[config.mk]
export PLATFORM = sky130hd
export DESIGN_NAME = stack_machine_executor_top_flat
export DESIGN_NICKNAME = d
export VERILOG_FILES = /design/src/hdl/sme_pkg.sv /design/src/hdl/sme_instr_if.sv /design/src/hdl/sme_result_if.sv /design/src/hdl/stack_machine_executor_top.sv /design/src/flat_wrapper.sv
export SDC_FILE = /design/constraint.sdc
export NUM_CORES = 2
export LEC_CHECK = 0
export ABC_CLOCK_PERIOD_IN_PS = 7900
export BUFFER_PORTS_ARGS = -buffer_cell sky130_fd_sc_hd__buf_2
export CAP_MARGIN = 25
export CORE_UTILIZATION = 50
export CTS_CLUSTER_DIAMETER = 150
export CTS_CLUSTER_SIZE = 20
export DETAILED_ROUTE_END_ITERATION = 8
export PLACE_DENSITY = 0.64
export SYNTH_ARGS = -nofsm -noshare
export SYNTH_HDL_FRONTEND = slang
export SYNTH_SLANG_ARGS = --single-unit
[constraint.sdc]
create_clock -name clk -period 7.9 [get_ports clk]
set_input_delay 1.58 -clock clk [delete_from_list [all_inputs] [get_ports clk]]
set_output_delay 1.58 -clock clk [all_outputs]
set_load 0.01 [all_outputs]
[src/hdl/sme_pkg.sv]
// ----------------------------------------------------------------------------
// sme_pkg
// Shared types and constants for the stack machine executor: operation and
// status codes, field widths and default sizes.
// ----------------------------------------------------------------------------
package sme_pkg;

    // default sizes
    localparam int DEF_STACK_DEPTH = 16;
    localparam int DEF_DATA_WIDTH  = 32;

    // fixed field widths
    localparam int CMD_W    = 3;
    localparam int IMM_W    = 32;
    localparam int STATUS_W = 3;

    // operand slice handled per multiply step
    localparam int MUL_CHUNK = 16;

    // operation codes
    typedef enum logic [CMD_W-1:0] {
        CMD_HALT = 3'd0,
        CMD_PUSH = 3'd1,
        CMD_ADD  = 3'd2,
        CMD_SUB  = 3'd3,
        CMD_MUL  = 3'd4,
        CMD_DIV  = 3'd5,
        CMD_OUT  = 3'd6
    } cmd_t;

    // result status codes
    typedef enum logic [STATUS_W-1:0] {
        ST_OK     = 3'd0,
        ST_UNDER  = 3'd1,
        ST_OVER   = 3'd2,
        ST_DIVZ   = 3'd3,
        ST_HALTED = 3'd4
    } status_t;

endpackage

[src/hdl/sme_instr_if.sv]
// ----------------------------------------------------------------------------
// sme_instr_if
// Instruction channel: decoded operation and push immediate, valid/ready.
// ----------------------------------------------------------------------------
interface sme_instr_if;
    logic                                valid;
    logic                                ready;
    logic [sme_pkg::CMD_W-1:0]           cmd;
    logic signed [sme_pkg::IMM_W-1:0]    imm_value;

    modport source (output valid, output cmd, output imm_value, input ready);
    modport sink   (input valid, input cmd, input imm_value, output ready);
endinterface

[src/hdl/sme_result_if.sv]
// ----------------------------------------------------------------------------
// sme_result_if
// Result channel: one result per instruction, valid/ready.
// ----------------------------------------------------------------------------
interface sme_result_if #(
    parameter int DATA_WIDTH = sme_pkg::DEF_DATA_WIDTH,
    parameter int DEPTH_W    = $clog2(sme_pkg::DEF_STACK_DEPTH + 1)
);
    logic                              valid;
    logic                              ready;
    logic                              out_valid;
    logic signed [DATA_WIDTH-1:0]      out_value;
    logic [sme_pkg::STATUS_W-1:0]      status;
    logic [DEPTH_W-1:0]                depth_after;

    modport source (output valid, output out_valid, output out_value, output status,
                    output depth_after, input ready);
    modport sink   (input valid, input out_valid, input out_value, input status,
                    input depth_after, output ready);
endinterface

[src/hdl/stack_machine_executor_top.sv]
// ----------------------------------------------------------------------------
// stack_machine_executor_top
// Executes decoded stack-machine instructions against a stack held in a
// synchronous two-read/one-write memory, with a shared iterative unit for
// multiply and divide.
// ----------------------------------------------------------------------------
//  channel | role   | payload                                    | handshake
//  --------+--------+--------------------------------------------+-------------
//  instr   | sink   | cmd, imm_value                             | valid/ready
//  result  | source | out_valid, out_value, status, depth_after  | valid/ready
//
//  one instruction at a time; the two top entries are read from the stack
//  memory at the transfer edge into operand registers that S_EXEC uses
//  halt, push, add, sub, out, errors: executed in S_EXEC
//  mul: S_EXEC, then S_MUL steps (16-bit operand slice per step)
//  div: S_EXEC, S_DIV steps, then S_DSGN (restoring divider, one quotient bit per step)
//  reset clears state, depth, halt flag and output register; the stack memory is not cleared
//  a stalled result sits in the output register; one more result can be
//  parked in a holding register before instr.ready drops
// ----------------------------------------------------------------------------
module stack_machine_executor_top #(
    parameter int STACK_DEPTH = sme_pkg::DEF_STACK_DEPTH,
    parameter int DATA_WIDTH  = sme_pkg::DEF_DATA_WIDTH
) (
    input  logic          clk,
    input  logic          rst_n,
    sme_instr_if.sink     instr,
    sme_result_if.source  result
);
    import sme_pkg::*;

    localparam int DW        = DATA_WIDTH;
    localparam int AW        = (STACK_DEPTH > 1) ? $clog2(STACK_DEPTH) : 1;
    localparam int CW        = $clog2(STACK_DEPTH + 1);
    localparam int MC        = (DW < MUL_CHUNK) ? DW : MUL_CHUNK;
    localparam int MUL_STEPS = (DW + MC - 1) / MC;
    localparam int IT_W      = $clog2(DW);

    typedef enum logic [2:0] {
        S_IDLE,
        S_EXEC,
        S_MUL,
        S_DIV,
        S_DSGN,
        S_DONE
    } state_t;

    state_t state_reg, state_next;

    // control state
    logic [CW-1:0]      count_reg, count_next;
    logic               halted_reg;

    // instruction and operand registers
    logic [CMD_W-1:0]   cmd_reg;
    logic [IMM_W-1:0]   imm_reg;
    logic [DW-1:0]      rd_r_reg;
    logic [DW-1:0]      rd_l_reg;

    // shared mul/div unit
    logic [DW-1:0]      a_reg;
    logic [DW-1:0]      b_reg;
    logic [DW-1:0]      acc_reg;
    logic [IT_W-1:0]    it_reg;
    logic               neg_reg;

    // output register and holding register
    logic                out_full_reg;
    logic                out_valid_reg;
    logic [DW-1:0]       out_value_reg;
    logic [STATUS_W-1:0] out_status_reg;
    logic [CW-1:0]       out_depth_reg;
    logic                pend_valid_reg;
    logic [DW-1:0]       pend_value_reg;
    logic [STATUS_W-1:0] pend_status_reg;
    logic [CW-1:0]       pend_depth_reg;

    // stack memory
    logic [DW-1:0]      stack_mem [STACK_DEPTH];

    logic               in_fire;
    logic               slot_free;
    logic [CW-1:0]      cnt_m1;
    logic [CW-1:0]      cnt_m2;
    logic [63:0]        imm_wide;
    logic [DW-1:0]      imm_ext;
    logic [DW-1:0]      mag_l;
    logic [DW-1:0]      mag_r;
    logic [DW-1:0]      mul_prod;
    logic [DW-1:0]      mul_sum;
    logic [DW:0]        div_trial;
    logic [DW-1:0]      div_rem_next;
    logic [DW-1:0]      div_a_next;
    logic [DW-1:0]      div_q;

    logic                fin;
    logic                fin_valid;
    logic [DW-1:0]       fin_value;
    logic [STATUS_W-1:0] fin_status;
    logic                halt_set;
    logic                wr_en;
    logic [AW-1:0]       wr_addr;
    logic [DW-1:0]       wr_data;
    logic                start_mul;
    logic                start_div;
    logic                out_load;
    logic                pend_load;

    // handshake
    assign in_fire   = instr.valid && instr.ready;
    assign slot_free = !out_full_reg || result.ready;
    assign instr.ready = (state_reg == S_IDLE);

    assign cnt_m1 = count_reg - CW'(1);
    assign cnt_m2 = count_reg - CW'(2);

    // immediate sign extended or truncated to the data width
    assign imm_wide = 64'(signed'(imm_reg));
    assign imm_ext  = imm_wide[DW-1:0];

    // operand magnitudes for division
    assign mag_l = rd_l_reg[DW-1] ? ('0 - rd_l_reg) : rd_l_reg;
    assign mag_r = rd_r_reg[DW-1] ? ('0 - rd_r_reg) : rd_r_reg;

    // multiply step: one operand slice per cycle, low word kept
    assign mul_prod = a_reg * DW'(b_reg[MC-1:0]);
    assign mul_sum  = acc_reg + mul_prod;

    // restoring divide step
    assign div_trial = {acc_reg, a_reg[DW-1]} - {1'b0, b_reg};
    always_comb
    begin
        if (!div_trial[DW])
        begin
            div_rem_next = div_trial[DW-1:0];
            div_a_next   = {a_reg[DW-2:0], 1'b1};
        end
        else
        begin
            div_rem_next = {acc_reg[DW-2:0], a_reg[DW-1]};
            div_a_next   = {a_reg[DW-2:0], 1'b0};
        end
    end

    assign div_q = neg_reg ? ('0 - a_reg) : a_reg;

    // instruction execution and commit
    always_comb
    begin
        fin        = 1'b0;
        fin_valid  = 1'b0;
        fin_value  = '0;
        fin_status = ST_OK;
        count_next = count_reg;
        halt_set   = 1'b0;
        wr_en      = 1'b0;
        wr_addr    = count_reg[AW-1:0];
        wr_data    = imm_ext;
        start_mul  = 1'b0;
        start_div  = 1'b0;
        case (state_reg)
            S_EXEC:
            begin
                if (halted_reg)
                begin
                    fin        = 1'b1;
                    fin_status = ST_HALTED;
                end
                else
                begin
                    case (cmd_reg)
                        CMD_HALT:
                        begin
                            fin      = 1'b1;
                            halt_set = 1'b1;
                        end
                        CMD_PUSH:
                        begin
                            fin = 1'b1;
                            if (count_reg == CW'(STACK_DEPTH))
                            begin
                                fin_status = ST_OVER;
                            end
                            else
                            begin
                                wr_en      = 1'b1;
                                count_next = count_reg + CW'(1);
                            end
                        end
                        CMD_ADD, CMD_SUB:
                        begin
                            fin = 1'b1;
                            if (count_reg < CW'(2))
                            begin
                                fin_status = ST_UNDER;
                            end
                            else
                            begin
                                wr_en      = 1'b1;
                                wr_addr    = cnt_m2[AW-1:0];
                                wr_data    = (cmd_reg == CMD_ADD) ? (rd_l_reg + rd_r_reg)
                                                                  : (rd_l_reg - rd_r_reg);
                                count_next = cnt_m1;
                            end
                        end
                        CMD_MUL:
                        begin
                            if (count_reg < CW'(2))
                            begin
                                fin        = 1'b1;
                                fin_status = ST_UNDER;
                            end
                            else
                            begin
                                start_mul = 1'b1;
                            end
                        end
                        CMD_DIV:
                        begin
                            if (count_reg < CW'(2))
                            begin
                                fin        = 1'b1;
                                fin_status = ST_UNDER;
                            end
                            else if (rd_r_reg == '0)
                            begin
                                fin        = 1'b1;
                                fin_status = ST_DIVZ;
                            end
                            else
                            begin
                                start_div = 1'b1;
                            end
                        end
                        CMD_OUT:
                        begin
                            fin = 1'b1;
                            if (count_reg == '0)
                            begin
                                fin_status = ST_UNDER;
                            end
                            else
                            begin
                                fin_valid  = 1'b1;
                                fin_value  = rd_r_reg;
                                count_next = cnt_m1;
                            end
                        end
                        default:
                        begin
                            fin = 1'b1;
                        end
                    endcase
                end
            end
            S_MUL:
            begin
                if (it_reg == '0)
                begin
                    fin        = 1'b1;
                    wr_en      = 1'b1;
                    wr_addr    = cnt_m2[AW-1:0];
                    wr_data    = mul_sum;
                    count_next = cnt_m1;
                end
            end
            S_DSGN:
            begin
                fin        = 1'b1;
                wr_en      = 1'b1;
                wr_addr    = cnt_m2[AW-1:0];
                wr_data    = div_q;
                count_next = cnt_m1;
            end
            default:
            begin
            end
        endcase
    end

    assign out_load  = (fin || (state_reg == S_DONE)) && slot_free;
    assign pend_load = fin && !slot_free;

    // next state
    always_comb
    begin
        state_next = state_reg;
        case (state_reg)
            S_IDLE:
            begin
                if (in_fire)
                begin
                    state_next = S_EXEC;
                end
            end
            S_EXEC:
            begin
                if (start_mul)
                begin
                    state_next = S_MUL;
                end
                else if (start_div)
                begin
                    state_next = S_DIV;
                end
                else
                begin
                    state_next = slot_free ? S_IDLE : S_DONE;
                end
            end
            S_MUL:
            begin
                if (fin)
                begin
                    state_next = slot_free ? S_IDLE : S_DONE;
                end
            end
            S_DIV:
            begin
                if (it_reg == '0)
                begin
                    state_next = S_DSGN;
                end
            end
            S_DSGN:
            begin
                state_next = slot_free ? S_IDLE : S_DONE;
            end
            S_DONE:
            begin
                if (slot_free)
                begin
                    state_next = S_IDLE;
                end
            end
            default:
            begin
                state_next = S_IDLE;
            end
        endcase
    end

    // state, stack depth, halt flag and output register
    always_ff @(posedge clk or negedge rst_n)
    begin
        if (!rst_n)
        begin
            state_reg      <= S_IDLE;
            count_reg      <= '0;
            halted_reg     <= 1'b0;
            out_full_reg   <= 1'b0;
            out_valid_reg  <= 1'b0;
            out_value_reg  <= '0;
            out_status_reg <= ST_OK;
            out_depth_reg  <= '0;
        end
        else
        begin
            state_reg  <= state_next;
            count_reg  <= count_next;
            halted_reg <= halted_reg | halt_set;
            if (out_load)
            begin
                out_full_reg <= 1'b1;
                if (fin)
                begin
                    out_valid_reg  <= fin_valid;
                    out_value_reg  <= fin_value;
                    out_status_reg <= fin_status;
                    out_depth_reg  <= count_next;
                end
                else
                begin
                    out_valid_reg  <= pend_valid_reg;
                    out_value_reg  <= pend_value_reg;
                    out_status_reg <= pend_status_reg;
                    out_depth_reg  <= pend_depth_reg;
                end
            end
            else if (result.ready)
            begin
                out_full_reg <= 1'b0;
            end
        end
    end

    // datapath registers
    always_ff @(posedge clk)
    begin
        if (in_fire)
        begin
            cmd_reg <= instr.cmd;
            imm_reg <= instr.imm_value;
        end
        if (start_mul)
        begin
            a_reg   <= rd_l_reg;
            b_reg   <= rd_r_reg;
            acc_reg <= '0;
            it_reg  <= IT_W'(MUL_STEPS - 1);
        end
        else if (start_div)
        begin
            a_reg   <= mag_l;
            b_reg   <= mag_r;
            acc_reg <= '0;
            it_reg  <= IT_W'(DW - 1);
            neg_reg <= rd_l_reg[DW-1] ^ rd_r_reg[DW-1];
        end
        else if (state_reg == S_MUL)
        begin
            a_reg   <= a_reg << MC;
            b_reg   <= b_reg >> MC;
            acc_reg <= mul_sum;
            it_reg  <= it_reg - IT_W'(1);
        end
        else if (state_reg == S_DIV)
        begin
            a_reg   <= div_a_next;
            acc_reg <= div_rem_next;
            it_reg  <= it_reg - IT_W'(1);
        end
        if (pend_load)
        begin
            pend_valid_reg  <= fin_valid;
            pend_value_reg  <= fin_value;
            pend_status_reg <= fin_status;
            pend_depth_reg  <= count_next;
        end
    end

    // stack memory: two registered reads at transfer, one write at commit
    always_ff @(posedge clk)
    begin
        if (in_fire)
        begin
            rd_r_reg <= stack_mem[cnt_m1[AW-1:0]];
            rd_l_reg <= stack_mem[cnt_m2[AW-1:0]];
        end
    end

    always_ff @(posedge clk)
    begin
        if (wr_en)
        begin
            stack_mem[wr_addr] <= wr_data;
        end
    end

    // result channel
    assign result.valid       = out_full_reg;
    assign result.out_valid   = out_valid_reg;
    assign result.out_value   = out_value_reg;
    assign result.status      = out_status_reg;
    assign result.depth_after = out_depth_reg;

`ifndef SYNTHESIS
    // depth never goes past the stack size
    a_depth_range: assert property (@(posedge clk) disable iff (!rst_n)
        count_reg <= CW'(STACK_DEPTH))
        else $error("stack depth beyond stack size");

    // halt is sticky until reset
    a_halt_sticky: assert property (@(posedge clk) disable iff (!rst_n)
        halted_reg |=> halted_reg)
        else $error("halt flag cleared without reset");

    // depth moves by at most one per instruction
    a_depth_step: assert property (@(posedge clk) disable iff (!rst_n)
        ##1 (count_reg == $past(count_reg) || count_reg == $past(count_reg) + CW'(1)
             || count_reg == $past(count_reg) - CW'(1)))
        else $error("stack depth jumped");

    // a transfer always starts execution on the next cycle
    a_fire_exec: assert property (@(posedge clk) disable iff (!rst_n)
        in_fire |=> (state_reg == S_EXEC))
        else $error("accepted instruction not executed");

    // a reported value only comes with ok status
    a_out_ok: assert property (@(posedge clk) disable iff (!rst_n)
        (out_full_reg && out_valid_reg) |-> (out_status_reg == ST_OK))
        else $error("out value reported with error status");
`endif

endmodule
[src/flat_wrapper.sv]
// flat-port wrapper written by rule: the top's interface ports become plain ports
module stack_machine_executor_top_flat import sme_pkg::*;
#(
    parameter int STACK_DEPTH = sme_pkg::DEF_STACK_DEPTH,
    parameter int DATA_WIDTH  = sme_pkg::DEF_DATA_WIDTH
)
  (clk, rst_n, instr_valid, instr_cmd, instr_imm_value, instr_ready, result_valid, result_out_valid, result_out_value, result_status, result_depth_after, result_ready);
  sme_instr_if instr_i ();
  sme_result_if #(.DATA_WIDTH(DATA_WIDTH)) result_i ();
  input  logic clk;
  input  logic rst_n;
  input wire logic [$bits(instr_i.valid)-1:0] instr_valid;
  input wire logic [$bits(instr_i.cmd)-1:0] instr_cmd;
  input wire logic [$bits(instr_i.imm_value)-1:0] instr_imm_value;
  output wire logic [$bits(instr_i.ready)-1:0] instr_ready;
  output wire logic [$bits(result_i.valid)-1:0] result_valid;
  output wire logic [$bits(result_i.out_valid)-1:0] result_out_valid;
  output wire logic [$bits(result_i.out_value)-1:0] result_out_value;
  output wire logic [$bits(result_i.status)-1:0] result_status;
  output wire logic [$bits(result_i.depth_after)-1:0] result_depth_after;
  input wire logic [$bits(result_i.ready)-1:0] result_ready;
  assign instr_i.valid = instr_valid;
  assign instr_i.cmd = instr_cmd;
  assign instr_i.imm_value = instr_imm_value;
  assign instr_ready = instr_i.ready;
  assign result_valid = result_i.valid;
  assign result_out_valid = result_i.out_valid;
  assign result_out_value = result_i.out_value;
  assign result_status = result_i.status;
  assign result_depth_after = result_i.depth_after;
  assign result_i.ready = result_ready;
  stack_machine_executor_top #(.STACK_DEPTH(STACK_DEPTH), .DATA_WIDTH(DATA_WIDTH)) u_core (.clk(clk), .rst_n(rst_n), .instr(instr_i), .result(result_i));
endmodule
# ---- Word level (Yosys, flattened, before mapping)
# Memory sizes are Yosys's and may differ from the RTL's. A register that Yosys moved wholly into a read port is not among the register bits.
# Index checks and enable logic that the tools add are counted.
dict set report op_classes {
  add_sub_neg 11
  multipliers 1
  magnitude_cmp 1
  eq_ne 16
  n_mux 90
  n_bitwise 3
  reduce_logical 22
}
# op count
set op_table {}
lappend op_table {{$mux W32} 23}
lappend op_table {{$pmux W32 S3} 1}
lappend op_table {{$sub A1 B32 Y32 const A} 3}
lappend op_table {{$add A32 B32 Y32} 2}
lappend op_table {{$mux W5} 9}
lappend op_table {{$mux W3} 11}
lappend op_table {{$sub A33 B32 Y33} 1}
lappend op_table {{$logic_not A32 Y1} 1}
lappend op_table {{$mul A32 B16 Y32} 1}
lappend op_table {{$sub A32 B32 Y32} 1}
lappend op_table {{$mux W1} 31}
lappend op_table {{$pmux W5 S3} 2}
lappend op_table {{$pmux W3 S6} 1}
lappend op_table {{$mux W4} 4}
lappend op_table {{$eq A3 B3 Y1 const B} 5}
lappend op_table {{$eq A3 B2 Y1 const B} 4}
lappend op_table {{$pmux W3 S4} 1}
lappend op_table {{$pmux W4 S3} 1}
lappend op_table {{$logic_not A5 Y1} 2}
lappend op_table {{$sub A5 B1 Y5 const B} 2}
lappend op_table {{$eq A3 B1 Y1 const B} 2}
lappend op_table {{$logic_not A3 Y1} 2}
lappend op_table {{$ne A2 B1 Y1 const B} 3}
lappend op_table {{$pmux W1 S3} 2}
lappend op_table {{20 further kinds} 29}
dict set report word_totals {
  register_bits 229
  mem_bits_rw 512
  in_bits 39
  n_memories 1
}
# memory words word_bits rd rd_clocked_by_memory_dff write_ports line
set mem_list {}
lappend mem_list {u_core.stack_mem 16 32 2 2 1 stack_machine_executor_top.sv:79} ;# logic [DW-1:0] stack_mem [STACK_DEPTH];

# ---- Logic depth before layout (Yosys ltp)
dict set report depth {
  ltp_word 9
  mapped_depth 26
  ltp_nobuf 24
}

# ---- Worst setup path after synthesis
# OpenSTA, ideal clock, no wires.
dict set report synth_path {
  path_kind {register to register}
  startpoint {reg u_core.b_reg[2]}
  endpoint {mem u_core.stack_mem[0][31] (netlist bit) (data pin)}
  setup_time_ns 0.445
  t_arrival_ns 6.578
  slack_ns 0.877
  stages_incl_launch_ff 25
  path_buffers 2
  cell_sequence {edfxtp_1 clkbuf_1 clkbuf_1 nand2_1 fa_1 inv_1 fa_1 inv_1 fa_1 inv_1 fa_1 fa_1 inv_1 fa_1 inv_1 ha_1 a21oi_1 nand2_1 a21o_1 a21o_1 or4b_2 a41oi_1 xnor2_1 a21oi_1 o311ai_0}
}
dict set report synth_via {
  elab_chain_len 4
}
# element line
set synth_lines {}
lappend synth_lines {{from (decl)} stack_machine_executor_top.sv:62} ;# logic [DW-1:0] b_reg;
lappend synth_lines {{from (signal assigned)} stack_machine_executor_top.sv:398} ;# b_reg <= rd_r_reg;
lappend synth_lines {{from (signal assigned)} stack_machine_executor_top.sv:405} ;# b_reg <= mag_r;
lappend synth_lines {{from (signal assigned)} stack_machine_executor_top.sv:413} ;# b_reg <= b_reg >> MC;
lappend synth_lines {{$mul A32 B16 Y32} stack_machine_executor_top.sv:126} ;# assign mul_prod = a_reg * DW'(b_reg[MC-1:0]);
lappend synth_lines {{$add A32 B32 Y32} stack_machine_executor_top.sv:127} ;# assign mul_sum = acc_reg + mul_prod;
lappend synth_lines {{$mux W32} stack_machine_executor_top.sv:258} ;# if (it_reg == '0)
lappend synth_lines {{$pmux W32 S3} stack_machine_executor_top.sv:161} ;# case (state_reg)
lappend synth_lines {{via u_core.wr_data[31]} stack_machine_executor_top.sv:103} ;# logic [DW-1:0] wr_data;
lappend synth_lines {{to (decl)} stack_machine_executor_top.sv:79}
# The timed path passes the listed nets, and every way through them passes these cells.

# ---- Final worst setup path
dict set report layout_path {
  startpoint {reg u_core.a_reg[9]}
  endpoint {mem u_core.stack_mem[4][27] (netlist bit) (data pin)}
}
dict set report layout_via {
  elab_chain_len 4
  word_cells_on_any_way 6
  cone_classes {add/sub: 2; mul: 1; mux: 3}
}
# element line
set layout_lines {}
lappend layout_lines {{from (decl)} stack_machine_executor_top.sv:61} ;# logic [DW-1:0] a_reg;
lappend layout_lines {{from (signal assigned)} stack_machine_executor_top.sv:397} ;# a_reg <= rd_l_reg;
lappend layout_lines {{from (signal assigned)} stack_machine_executor_top.sv:404} ;# a_reg <= mag_l;
lappend layout_lines {{from (signal assigned)} stack_machine_executor_top.sv:412} ;# a_reg <= a_reg << MC;
lappend layout_lines {{$mul A32 B16 Y32} stack_machine_executor_top.sv:126}
lappend layout_lines {{$add A32 B32 Y32} stack_machine_executor_top.sv:127}
lappend layout_lines {{$mux W32} stack_machine_executor_top.sv:258}
lappend layout_lines {{$pmux W32 S3 (*)} stack_machine_executor_top.sv:161}
lappend layout_lines {{via u_core.wr_data[27]} stack_machine_executor_top.sv:103}
# Mark *: on every way through the listed nets, which the timed path passes. The rest lies on a longest branch.

==> run_results.csv <==
group,metric,value,unit
timing,fmax,133,MHz
global_routing,grt.overflow.total,0,
yosys,ys_seq_area_share,43.9,%
critical_path,crit_chain,"nand2_1 > fa_1 > fa_1 > fa_1 > fa_1 > inv_1 > fa_1 > inv_1 > fa_1 > inv_1 > ha_1 > o21ai_0 > a211oi_1 > o21ai_0 > a21oi_1 > or4b_2 > and2_1 > xnor2_1 > a22o_1 > a221o_1",
yosys,yosys_register_bits,805,
timing,setup_tns,0,ns
timing,slew_violations,0,
drt,drt_wl_total,153000,µm
timing,setup_viol,0,
critical_path,critPathArrivalTime,7.86,ns
floorplanning,die_x,330,µm
critical_path,crit_buf_inv,3,
timing,fin_skew,0.0394,ns
placed_design,hpwlAfterDp,110000,µm
critical_path,end_kind,"flop",
finish,area_growth,7.33,%
yosys,synthCells,4364,
yosys,syn_area,53600,µm²
global_routing,grt_pass1_vias,35700,
global_routing,grt_pass1_wl,229000,µm
outcome,outcome,"finished clean",
global_routing,antenna_found_initial,2,
drt,ant_nets,0,
timing,fin_ws,0.391,ns
clocking,root_buffer,"clkbuf_16",
floorplanning,die_area,109000,µm²
placed_design,port-buffer-count,81,
floorplanning,design.core.area,106000,µm²
critical_path,r2r_cells,20,
placed_design,gp_congestion,1.01,
floorplanning,die_y,330,µm
timing,rsz0062_at_grt,"no",
clocking,cts_buffers,46,
global_routing,grt_max_degree,113,
yosys,avgSynthCellArea,12.3,µm²
floorplanning,rows,119,
clocking,cts_sinks,805,
yosys,synth_cell_types,85,
critical_path,required,8.25,ns
drt,drc_errors,0,
critical_path,max_stage_delay,0.78,ns
finish,largest_reg_flops,512,
drt,vias,36000,
finish,regMostFlops,"u_core.stack_mem",
critical_path,cpMostUsedCell,"fa_1",
global_routing,grt_use_met3,3.46,%
clocking,cts.path.max_buffers,3,
clocking,cts_tree,"built",
finish,drive_above_1_share,15.3,%
floorplanning,initial_core_util,50.7,%
drt,via_per_inst,6.20,
yosys,ys.flop_type,"edfxtp_1",
timing,maxSlewHeadroom,29.1,%
yosys,yosysWarnings,0,
critical_path,path_max_fanout,16,
critical_path,start_kind,"flop",
placed_design,pre_cts_ws,0.426,ns
critical_path,crit_type,"reg -> reg",
global_routing,grt.total_usage,28.6,%
critical_path,crit_family,"adder cells",
finish,layout_commonest_cell,"edfxtp_1",
clocking,clk_latency,0.64,ns
clocking,ctsHtreeMaxLevel,2,
timing,worst_slew_pin_slew,1.06,ns
floorplanning,pin_count,82,
drt,wire_per_inst,26.4,µm
global_routing,met1_usage,39.4,%
critical_path,crit_cells,20,
finish,fin_area,57600,µm²
yosys,synth_nets,4881,
yosys,synth_edf_count,717,
finish,most-common-layout-cells,"edfxtp_1, inv_1, nand2_1",
finish,fin_nets,4910,
global_routing,grt_busiest_layer,"met2",
critical_path,crit_slowest_cell,"edfxtp_1",
timing,post-route-min-period,7.51,ns
global_routing,use_met2,46.2,%
job,cap_viol_max_count,0,
clocking,clk_pin_slew_worst_paths,0.09,ns
timing,fin_crit_sh,95.0,%
timing,hold_viol_final,0,
drt,firstDrtPassIters,5,
min_path,min_delay_path_depth,2,
placed_design,dpl_cell_area,56200,µm²
drt,drt-initial-drc-count,3663,
min_path,hold_class,"reg -> reg",
yosys,async_flop_share,6.34,%
-- cells in the mapped netlist, types with 18 or more instances --
| cell | n | share of area (%) |
|---|---|---|
| a21o_1 | 35 | 0.49 |
| a21oi_1 | 159 | 1.5 |
| a22oi_1 | 34 | 0.48 |
| a31oi_1 | 30 | 0.35 |
| and2_1 | 166 | 1.9 |
| buf_1 | 32 | 0.22 |
| clkbuf_1 | 208 | 1.5 |
| dfrtp_1 | 51 | 2.4 |
| dfxtp_1 | 37 | 1.4 |
| edfxtp_1 | 717 | 40 |
| fa_1 | 336 | 13 |
| ha_1 | 142 | 3.3 |
| inv_1 | 528 | 3.7 |
| mux2i_1 | 30 | 0.56 |
| mux4_2 | 320 | 13 |
| nand2_1 | 479 | 3.4 |
| nand2b_1 | 27 | 0.31 |
| nand3_1 | 49 | 0.46 |
| nor2_1 | 152 | 1.1 |
| nor2b_1 | 18 | 0.21 |
| nor3_1 | 58 | 0.54 |
| o21ai_0 | 185 | 1.7 |
| o21ai_1 | 31 | 0.29 |
| o31ai_1 | 19 | 0.27 |
| or3_1 | 28 | 0.33 |
| xnor2_1 | 123 | 2.0 |
| xor2_1 | 78 | 1.3 |
-- path summary, 6_finish.rpt --
| kind | from | endpoint | slack (ns) |
|---|---|---|---|
| min in group asynchronous | rst_n | u_core.result.out_value[8] | 1.07 |
| max in group asynchronous | rst_n | u_core.count_reg[1] | 6.31 |
| max reg2reg | u_core.a_reg[9] | u_core.stack_mem[4][27] | 0.39 |
| min reg2reg | u_core.result.out_value[31] | u_core.result.out_value[31] | 0.48 |
| min | u_core.result.out_value[31] | u_core.result.out_value[31] | 0.48 |
| max | u_core.a_reg[9] | u_core.stack_mem[4][27] | 0.39 |
-- per-layer routing --
metal / part of all wire (%) / up-vias
li1: - / 15600
met1: 40 / 18400
met2: 47 / 1715
met3: 8.0 / 308
met4: 4.6 / 0
met5: 0 / -
-- kinds of logic (layout without fill, tap and decap cells) --
group	Yosys count	after routing	share of synthesized area [%]
compound gates	670	670	7.88
xor+xnor	201	201	3.28
fa+ha+maj	478	478	15.8
buf+inv	789	836	5.61
flops	805	805	43.9
mux	351	351	14.0
other cells	0	2	0
simple gates	1070	1070	9.47
-- timing repair --
item,CTS,global route
gates resized for setup,0,1
hold buffers,0,0
setup endpoints to repair,0,48
setup buffers,0,4
-- tightest hold or removal path, cell delays in order, from the launching register on --
cell and delay, ns:
dfrtp_1 0.34, nand2_1 0.04, o21ai_0 0.06
-- per-stage QoR --
step	utilization (%)	hold WS, ns	cells
4_1_cts	54.3	0.485	5797
6_report	54.4	0.479	5804
3_5_place_dp	53.1	0.466	5731
5_1_grt	54.4	0.519	5802
2_1_floorplan	-	0.447	4364
3_3_place_gp	53.1	0.462	5726
-- area by class of cell --
class / count / area, µm²
clock inverters: 3 / 48.8
fillers: 8843 / 48300
multi-input cells: 2770 / 27300
well taps: 1391 / 1740
inverters: 530 / 1990
flip-flops and latches: 805 / 23600
repair buffers: 240 / 1660
diodes: 2 / 5.00
clock buffers: 63 / 1240
Power is not shown: default switching activity piles up to over one toggle a cycle in this logic, so the estimate is an artifact.
